File: src/cbad_pkg.sv
// Package with the constants, codes and tables of the console bus address decoder.
`default_nettype none
package cbad_pkg;

    localparam int RAM_BANKS  = 32;
    localparam int BIOS_BANKS = 8;

    localparam int BANK_W    = 5;
    localparam int RAM_SEG_N = 128;

    typedef enum logic [2:0] {
        TGT_NONE    = 3'd0,
        TGT_RAM     = 3'd1,
        TGT_PPORT   = 3'd2,
        TGT_SCRATCH = 3'd3,
        TGT_HWREG   = 3'd4,
        TGT_BIOS    = 3'd5
    } t_target;

    typedef enum logic [1:0] {
        ST_ROUTED   = 2'd0,
        ST_UNMAPPED = 2'd1,
        ST_DROPPED  = 2'd2,
        ST_ISOCTRL  = 2'd3
    } t_status;

    localparam logic [31:0] ISO_CTRL_ADDR = 32'hfffe_0130;
    localparam logic [31:0] ISO_SET_A     = 32'h0000_0800;
    localparam logic [31:0] ISO_SET_B     = 32'h0000_0804;
    localparam logic [31:0] ISO_CLR_A     = 32'h0000_0000;
    localparam logic [31:0] ISO_CLR_B     = 32'h0001_e988;

    localparam logic [15:0] SCRATCH_LIMIT = 16'h1000;
    localparam logic [15:0] SEG_SCR_K0    = 16'h1f80;
    localparam logic [15:0] SEG_SCR_K1    = 16'h9f80;
    localparam logic [15:0] SEG_SCR_K2    = 16'hbf80;
    localparam logic [15:0] SEG_PPORT     = 16'h1f00;
    localparam logic [11:0] SEG_BIOS_HI   = 12'hbfc;
    localparam logic [8:0]  SEG_RAM_KU    = 9'h000;
    localparam logic [8:0]  SEG_RAM_K0    = 9'h100;
    localparam logic [8:0]  SEG_RAM_K1    = 9'h140;

    localparam logic [1:0]  SIZE_WORD     = 2'd2;

    typedef logic [RAM_SEG_N-1:0][BANK_W-1:0] t_bank_tbl;

    function automatic t_bank_tbl build_bank_tbl();
        t_bank_tbl tbl;
        for (int i = 0; i < RAM_SEG_N; i++) begin
            tbl[i] = BANK_W'(i % RAM_BANKS);
        end
        return tbl;
    endfunction

    localparam t_bank_tbl RAM_BANK_TBL = build_bank_tbl();

endpackage
`default_nettype wire

File: src/console_bus_address_decoder_top.sv
// Top level of the console bus address decoder.
// Each input transaction is one bus access: read or write, its size, a 32-bit
// address and the store data. The block decodes the address into a target
// and a byte offset, reports whether the access is routed, unmapped or
// dropped, keeps the cache-isolation flag and flags code cache invalidates.
// Both channels use valid and stall; a transaction moves at a rising edge at
// which valid is high and stall is low.
// An accepted transaction is held in the input register and its result is
// loaded into the output register, which offers it to the receiver. One
// transaction is accepted every cycle while input stall is low; the input
// register and the output register form a two-stage pipe.
// When the receiver stalls, the result is held and the input register keeps
// its transaction; input stall rises only when both stages are full.
// A synchronous active-low reset empties both stages and clears the
// isolation flag, so writes to main RAM are enabled after reset.
`default_nettype none
module console_bus_address_decoder_top
    import cbad_pkg::*;
(
    input  wire logic        i_clk,
    input  wire logic        i_rst_n,
    input  wire logic        i_in_valid,
    output logic             o_in_stall,
    input  wire logic        i_req_type,
    input  wire logic [1:0]  i_access_size,
    input  wire logic [31:0] i_bus_address,
    input  wire logic [31:0] i_write_data,
    output logic             o_out_valid,
    input  wire logic        i_out_stall,
    output logic [2:0]       o_target,
    output logic [20:0]      o_target_offset,
    output logic [1:0]       o_status,
    output logic             o_cache_isolated,
    output logic             o_invalidate,
    output logic [31:0]      o_invalidate_address
);

    logic        r_s1_valid;
    logic        r_req_type;
    logic [1:0]  r_access_size;
    logic [31:0] r_bus_address;
    logic [31:0] r_write_data;
    logic        r_iso;

    logic        r_out_valid;
    logic [2:0]  r_target;
    logic [20:0] r_offset;
    logic [1:0]  r_status;
    logic        r_cache_isolated;
    logic        r_invalidate;
    logic [31:0] r_inval_addr;

    logic        adv;
    logic        load_s1;

    logic [15:0] seg;
    logic [15:0] low;
    logic        word;
    logic        is_scr_seg;
    logic        is_ram_seg;
    logic        is_bios_seg;

    t_target     n_target;
    logic [20:0] n_offset;
    t_status     n_status;
    logic        n_iso;
    logic        n_invalidate;
    logic [31:0] n_inval_addr;

    assign adv        = !(r_out_valid && i_out_stall);
    assign load_s1    = adv || !r_s1_valid;
    assign o_in_stall = !load_s1;

    assign seg  = r_bus_address[31:16];
    assign low  = r_bus_address[15:0];
    assign word = (r_access_size >= SIZE_WORD);

    assign is_scr_seg  = (seg == SEG_SCR_K0) || (seg == SEG_SCR_K1) || (seg == SEG_SCR_K2);
    assign is_ram_seg  = (seg[15:7] == SEG_RAM_KU) || (seg[15:7] == SEG_RAM_K0)
                      || (seg[15:7] == SEG_RAM_K1);
    assign is_bios_seg = (seg[15:4] == SEG_BIOS_HI) && ({1'b0, seg[3:0]} < 5'(BIOS_BANKS));

    always_comb begin
        n_target     = TGT_NONE;
        n_offset     = '0;
        n_status     = ST_ROUTED;
        n_iso        = r_iso;
        n_invalidate = 1'b0;
        n_inval_addr = '0;

        if (is_scr_seg) begin
            n_target = (low < SCRATCH_LIMIT) ? TGT_SCRATCH : TGT_HWREG;
            n_offset = {5'd0, low};
        end else if (is_ram_seg) begin
            n_target = TGT_RAM;
            n_offset = {RAM_BANK_TBL[seg[6:0]], low};
        end else if (seg == SEG_PPORT) begin
            n_target = TGT_PPORT;
            n_offset = {5'd0, low};
        end else if (is_bios_seg) begin
            n_target = TGT_BIOS;
            n_offset = {1'b0, seg[3:0], low};
        end

        if (!r_req_type) begin
            if (n_target == TGT_NONE) begin
                n_status = ST_UNMAPPED;
            end
        end else if (n_target == TGT_SCRATCH || n_target == TGT_HWREG) begin
            n_status = ST_ROUTED;
        end else if (n_target == TGT_PPORT || (n_target == TGT_RAM && !r_iso)) begin
            n_invalidate = 1'b1;
            n_inval_addr = word ? r_bus_address : {r_bus_address[31:2], 2'b00};
        end else begin
            n_target = TGT_NONE;
            n_offset = '0;
            if (word && r_bus_address == ISO_CTRL_ADDR) begin
                n_status = ST_ISOCTRL;
                if (r_write_data == ISO_SET_A || r_write_data == ISO_SET_B) begin
                    n_iso = 1'b1;
                end else if (r_write_data == ISO_CLR_A || r_write_data == ISO_CLR_B) begin
                    n_iso = 1'b0;
                end
            end else begin
                n_status = ST_DROPPED;
                if (word && r_iso) begin
                    n_invalidate = 1'b1;
                    n_inval_addr = r_bus_address;
                end
            end
        end
    end

    always_ff @(posedge i_clk) begin
        if (!i_rst_n) begin
            r_s1_valid  <= 1'b0;
            r_out_valid <= 1'b0;
            r_iso       <= 1'b0;
        end else begin
            if (load_s1) begin
                r_s1_valid <= i_in_valid;
            end
            if (adv) begin
                r_out_valid <= r_s1_valid;
                if (r_s1_valid) begin
                    r_iso <= n_iso;
                end
            end
        end
    end

    always_ff @(posedge i_clk) begin
        if (load_s1 && i_in_valid) begin
            r_req_type    <= i_req_type;
            r_access_size <= i_access_size;
            r_bus_address <= i_bus_address;
            r_write_data  <= i_write_data;
        end
        if (adv && r_s1_valid) begin
            r_target         <= n_target;
            r_offset         <= n_offset;
            r_status         <= n_status;
            r_cache_isolated <= n_iso;
            r_invalidate     <= n_invalidate;
            r_inval_addr     <= n_inval_addr;
        end
    end

    assign o_out_valid          = r_out_valid;
    assign o_target             = r_target;
    assign o_target_offset      = r_offset;
    assign o_status             = r_status;
    assign o_cache_isolated     = r_cache_isolated;
    assign o_invalidate         = r_invalidate;
    assign o_invalidate_address = r_inval_addr;

`ifndef SYNTH
    a_iso_matches_flag: assert property (@(posedge i_clk) disable iff (!i_rst_n)
        o_out_valid |-> (o_cache_isolated == r_iso))
        else $error("offered isolation flag differs from the stored flag");

    a_stall_only_when_full: assert property (@(posedge i_clk) disable iff (!i_rst_n)
        o_in_stall |-> (r_s1_valid && o_out_valid && i_out_stall))
        else $error("input stalled while the pipe has room");

    a_isoctrl_shape: assert property (@(posedge i_clk) disable iff (!i_rst_n)
        (o_out_valid && o_status == ST_ISOCTRL) |->
            (o_target == TGT_NONE && !o_invalidate && o_target_offset == '0))
        else $error("isolation control transaction routed or invalidating");

    a_inval_source: assert property (@(posedge i_clk) disable iff (!i_rst_n)
        (o_out_valid && o_invalidate) |->
            (o_target == TGT_RAM || o_target == TGT_PPORT || o_status == ST_DROPPED))
        else $error("invalidate raised for a target that cannot hold code");

    a_isoctrl_update: assert property (@(posedge i_clk) disable iff (!i_rst_n)
        (r_s1_valid && adv && n_status != ST_ISOCTRL) |=> (r_iso == $past(r_iso)))
        else $error("isolation flag changed outside a control write");
`endif

endmodule
`default_nettype wire

File: config.mk
export PLATFORM = sky130hd
export DESIGN_NAME = console_bus_address_decoder_top
export DESIGN_NICKNAME = d
export VERILOG_FILES = /design/src/cbad_pkg.sv /design/src/console_bus_address_decoder_top.sv
export SDC_FILE = /design/constraint.sdc
export NUM_CORES = 1
export LEC_CHECK = 0
export BUFFER_PORTS_ARGS = -buffer_cell sky130_fd_sc_hd__buf_4
export CAP_MARGIN = 0
export CORE_MARGIN = 10
export CORE_UTILIZATION = 48
export CTS_BUF_LIST = sky130_fd_sc_hd__clkbuf_8
export DETAILED_ROUTE_END_ITERATION = 10
export GPL_ROUTABILITY_DRIVEN = 1
export GPL_TIMING_DRIVEN = 0
export PLACE_DENSITY = 0.79
export SKIP_CTS_REPAIR_TIMING = 1
export SYNTH_ARGS = -nofsm -noshare
export SYNTH_HDL_FRONTEND = slang
export SYNTH_SLANG_ARGS = --single-unit
File: constraint.sdc
create_clock -name i_clk -period 7.3 [get_ports i_clk]
set_clock_uncertainty 0.1 [all_clocks]
set_input_delay 1.46 -clock i_clk [delete_from_list [all_inputs] [get_ports i_clk]]
set_output_delay 1.46 -clock i_clk [all_outputs]
set_load 0.02 [all_outputs]
==> out/results.ini, run 1 <==
[sta]
holdWs_ps=405
hold_viol_final=0
tightest_slew_ps=682
max_freq_mhz=283
max_slew_margin=0.544
finalCriticalPeriod_ps=3530
rsz0062_at_grt=no
fin_crit_sh=0.483
maxSlewViolCount=0
setup_viol=0

[synthesis]
synth_area_leaders=edfxtp_1 76%, and2_1 4.8%, dfxtp_1 3.2%
syn-num-nets=372
synthFlopType=edfxtp_1
yosysMostFrequentCell=edfxtp_1
synth_edf_count=126
netlist_area_sq_mm=0.00500
syn_inst=301
yosysTopAreaCell=edfxtp_1
yosysWarnings=0
synthArstFlopShare=0
yosysSeqAreaShare=0.788
synth_top_area_share=0.756
synth.avg_cell_area_sq_um=16.6
synth_common_cells=126 x edfxtp_1, 38 x and2_1, 23 x nand2_1
ys_seq_elements=134
ys_types=46

[floorplan]
die_x_microns=122
die-area_sq_mm=0.0149
io-pin-count=133
rows=37
die_height_microns=122
core_region_area_sq_mm=0.0102
initial_utilization=0.489

[power_and_ir_drop]
switching_share=0.209
static-leakage-power_nw=2.51
vdd_ir_drop_max_mv=0.144
seq_power_share=0.564
powerDensity_mw_per_mm2=242
clkPwrFrac=0.364
power.switching_uw=335
internal-power_mw=1.27
pwr-share-comb=0.072
finalPower_mw=1.60

[cells_and_area]
seqCellArea_sq_mm=0.00394
final_cells=603
finish.utilization=0.647
finish.instance_area_sq_mm=0.00662
antennaDiodeCount=0
syn_to_final_growth_pct=32.4
num-fill-cells=714
layout.nets=525
drive_above_1_share=0.390
multi_input_area_sq_mm=0.00103

[drt]
postRouteAntennaNets=0
routedWlPerCell_microns=17.0
wirelength_mm=10.3
remaining_drc_errors=0
vias=2963
vias_per_cell=4.91
dr.pass1.iters=4
drtIter0Drc=188

[clock_tree]
cts_tree=yes
clockBufferDepth=2
clkTransAtPathRegs_ps=70
clock_latency_ps=410
htreeDepth=4
cts_buffers=17
clockRootBuffer=clkbuf_8
cts_sinks=134

[worst_setup_path]
endpoint_kind=output port
crit_slowest_cell=and3_1
crit_arrival_ps=1970
crit_type=in2out
cp_common_cell=buf_4
path_cells=buf_4 > and3_1 > buf_4
worstSetupStartpointType=input port
critPathMaxStageDelay_ps=210
cp.required_ps=5740
crit_fanout=3

[placed_design]
placedCellCount=571
hpwl_mm=7.84
portBuffers=131
place_area_sq_mm=0.00624
place_congestion=0.936

[global_route]
grt_pass1_wl_mm=16.1
grt_max_degree=48
grt.overflow.total=0
grt_pass1_vias=3150
grtUsageTotal=0.141
antenna_found_initial=0

[job]
maxCapViolCount=0

[outcome]
status=complete, no violations

[worst_hold_path]
hold_path_class=reg2reg

[power groups by stage]
stage	clock, mW	combinational, mW	sequential [mW]
2_1_floorplan	0	0.0244	0.941
3_3_place_gp	0	0.109	0.924
3_5_place_dp	0	0.117	0.921
4_1_cts	0.597	0.117	0.904
5_1_grt	0.637	0.125	0.908
6_report	0.582	0.116	0.904
[worst max-delay path: cells and delay by family]
| family | cells | cell delay, ps |
|---|---|---|
| buf+inv | 2 | 300 |
| simple gates | 1 | 210 |
[path summary, 6_finish.rpt]
check	startpoint	cells past startpoint	to	slack [ps]
worst max register to register	r_bus_address[30]	6	o_invalidate_address[16]	4730
worst max-delay path	i_out_stall	3	o_in_stall	3770
worst min register to register	register	1	o_target_offset[19]	400
worst min-delay path	register	1	o_target_offset[19]	400
[metrics by stage]
step                      setup slack [ps]  TNS [ps]
after global placement               -1590    -60330
after floorplan                        229         0
after global routing                  3740         0
after detailed placement              3770         0
final                                 3770         0
after CTS                             3770         0
[area by class of cell]
cell class / instances / area share
timing repair buffer: 134 / 0.160
clock inverter: 15 / 0.0221
clock buffer: 17 / 0.0353
buffer: 6 / 0.00472
sequential: 134 / 0.596
inverter: 3 / 0.00170
multi-input combinational: 158 / 0.155
tap: 136 / 0.0257
[registers in the layout (all words and copies together), names as in the netlist, named ones only]
name                  flops
r_iso                     1
r_s1_valid                1
o_invalidate              1
o_cache_isolated          1
o_out_valid               1
o_status                  2
r_access_size             1
o_target_offset          21
o_invalidate_address     32
r_req_type                1
r_write_data             32
o_target                  3
r_bus_address            32
[kinds of logic after synthesis]
group,Yosys count,synth area share
and+or+nand+nor,132,0.161
AOI/OAI and AO/OA,25,0.0398
DFF,134,0.788
buffers and inverters,9,0.00850
muxes,1,0.00200
[layout by cell type, fill, tap and decap left out, drive strengths merged, types with 3 or more instances in the layout]
cell type and count:
buf 136, a31oi 3, a22oi 3, nor4 11, dfxtp 8, nor4bb 3
inv 6, edfxtp 126, nor3 7, and2 48, clkbuf 21, nand2b 3
nand2 23, nand4 9, nand3 5, clkinv 8, nor2 9, o21ai 3
bufinv 3
[routing by layer]
| layer | up-vias | GRT usage | share of wire |
|---|---|---|---|
| li1 | 1462 | - | - |
| met1 | 1359 | 0.160 | 0.39 |
| met2 | 131 | 0.227 | 0.49 |
| met3 | 11 | 0.0657 | 0.10 |
| met4 | 0 | 0.0545 | 0.0087 |
| met5 | - | 0 | 0 |
No activity file was read; power rests on OpenSTA's default activity.
==> inputs of run 2 (changes only) <==
--- a/config.mk
+++ b/config.mk
@@ -13,7 +13,7 @@
 export DETAILED_ROUTE_END_ITERATION = 10
 export GPL_ROUTABILITY_DRIVEN = 1
 export GPL_TIMING_DRIVEN = 0
-export PLACE_DENSITY = 0.79
+export PLACE_DENSITY = 0.76
 export SKIP_CTS_REPAIR_TIMING = 1
 export SYNTH_ARGS = -nofsm -noshare
 export SYNTH_HDL_FRONTEND = slang
==> constraint.sdc (replaced) <==
create_clock -name i_clk -period 3.5 [get_ports i_clk]
set_clock_uncertainty 0.1 [all_clocks]
set_input_delay 0.7 -clock i_clk [delete_from_list [all_inputs] [get_ports i_clk]]
set_output_delay 0.7 -clock i_clk [all_outputs]
set_load 0.02 [all_outputs]
==> out/results.ini, run 2 (synthesis gave the netlist of run 1 again) <==
[power_and_ir_drop]
clkPwrFrac=0.367
finalPower_mw=3.36
seq_power_share=0.561
power.switching_uw=701
pwr-share-comb=0.072
static-leakage-power_nw=2.52
switching_share=0.209
internal-power_mw=2.66
vdd_ir_drop_max_mv=0.341
powerDensity_mw_per_mm2=506

[placed_design]
portBuffers=131
hpwl_mm=7.84
placedCellCount=571
dp_slack_ps=844
place_congestion=0.905

[sta]
finalCriticalPeriod_ps=2680
fin_crit_sh=0.767
tightest_slew_ps=634
holdWs_ps=355
setup_viol=0
max_freq_mhz=373
hold_viol_final=0
maxSlewViolCount=0
layout_setup_ws_ps=816
max_slew_margin=0.576
rsz0062_at_grt=no

[floorplan]
die_x_microns=122
die-area_sq_mm=0.0149
io-pin-count=133
core_region_area_sq_mm=0.0102
die_height_microns=122
rows=37
initial_utilization=0.489

[worst_setup_path]
worstSetupStartpointType=register
crit_arrival_ps=2860
crit_start=r_bus_address[30]
cp.required_ps=3680
crit_type=reg2reg
rr_startpoint=r_bus_address[30]
crit_fanout=10
endpoint_kind=register

[global_route]
grt.overflow.total=0
antenna_found_initial=0
grt_max_degree=48
grt_pass1_vias=3198
grt_pass1_wl_mm=15.8
grtUsageTotal=0.138

[cells_and_area]
final_cells=603
mostFrequentLayoutCells=131 x buf_4, 126 x edfxtp_1, 38 x and2_1
syn_to_final_growth_pct=32.7
antennaDiodeCount=0
finish.utilization=0.649
layout.nets=525
final_common_cell=buf_4
drive_above_1_share=0.398

[job]
maxCapViolCount=0

[drt]
remaining_drc_errors=0
postRouteAntennaNets=0
routedWlPerCell_microns=16.7
wirelength_mm=10.1
vias=3018
drtIter0Drc=197
vias_per_cell=5.00
dr.pass1.iters=5

[clock_tree]
clockRootBuffer=clkbuf_8
clock_latency_ps=420
clkTransAtPathRegs_ps=70
cts_tree=yes
cts_buffers=17
clockBufferDepth=2
cts_sinks=134
htreeDepth=4

[worst_hold_path]
hold_path_class=in2reg
hp-start=i_write_data[17]

[outcome]
status=complete, no violations

==> run 2: cell count changes in the layout (fill, tap and decap cells not counted), sizes merged <==
| cell | previous run | this run |
|---|---|---|
| clkbuf | 21 | 25 |
| clkinv | 8 | 4 |
| bufinv | 3 | 2 |
| clkinvlp | 1 | 2 |
==> run 2: final cells by class <==
type | instances | area (sq um)
fill | 744 | 3590
inverter | 3 | 11.3
clock buffer | 21 | 289
sequential | 134 | 3940
buffer | 6 | 31.3
tap | 136 | 170
timing repair buffer | 134 | 1060
multi-input combinational | 158 | 1030
clock inverter | 11 | 109
==> run 2: power by group through the flow <==
stage / sequential [mW] / combinational, mW / clock (mW)
3_3_place_gp: 1.92 / 0.228 / 0
5_1_grt: 1.89 / 0.260 / 1.33
4_1_cts: 1.89 / 0.244 / 1.26
3_5_place_dp: 1.92 / 0.244 / 0
6_report: 1.88 / 0.240 / 1.23
2_1_floorplan: 1.96 / 0.0511 / 0
==> run 2: worst max-delay path: stages (launching register included) <==
cell	delay, ps
edfxtp_1	470
nor4_1	460
and4_1	380
a2bb2oi_1	140
o32ai_1	350
clkbuf_1	430
and2_1	210
==> run 2: worst paths after layout <==
check	to	slack, ps	cells after the start
hold / removal	r_write_data[17]	350	1
setup reg to reg	o_invalidate_address[22]	820	6
hold reg to reg	o_target_offset[19]	410	1
setup / recovery	o_invalidate_address[22]	820	6
==> run 2: stage by stage <==
stage,TNS [ps],instance area (sq um)
2_1_floorplan,0,5010
3_3_place_gp,-17080,6160
3_5_place_dp,0,6240
4_1_cts,0,6640
5_1_grt,0,6640
6_report,0,6640
==> run 2: routing by layer <==
metal / up-vias / GRT usage / part of all wire
li1: 1464 / - / -
met2: 140 / 0.221 / 0.48
met5: - / 0 / 0
met3: 17 / 0.0685 / 0.10
met1: 1397 / 0.154 / 0.40
met4: 0 / 0.0596 / 0.017
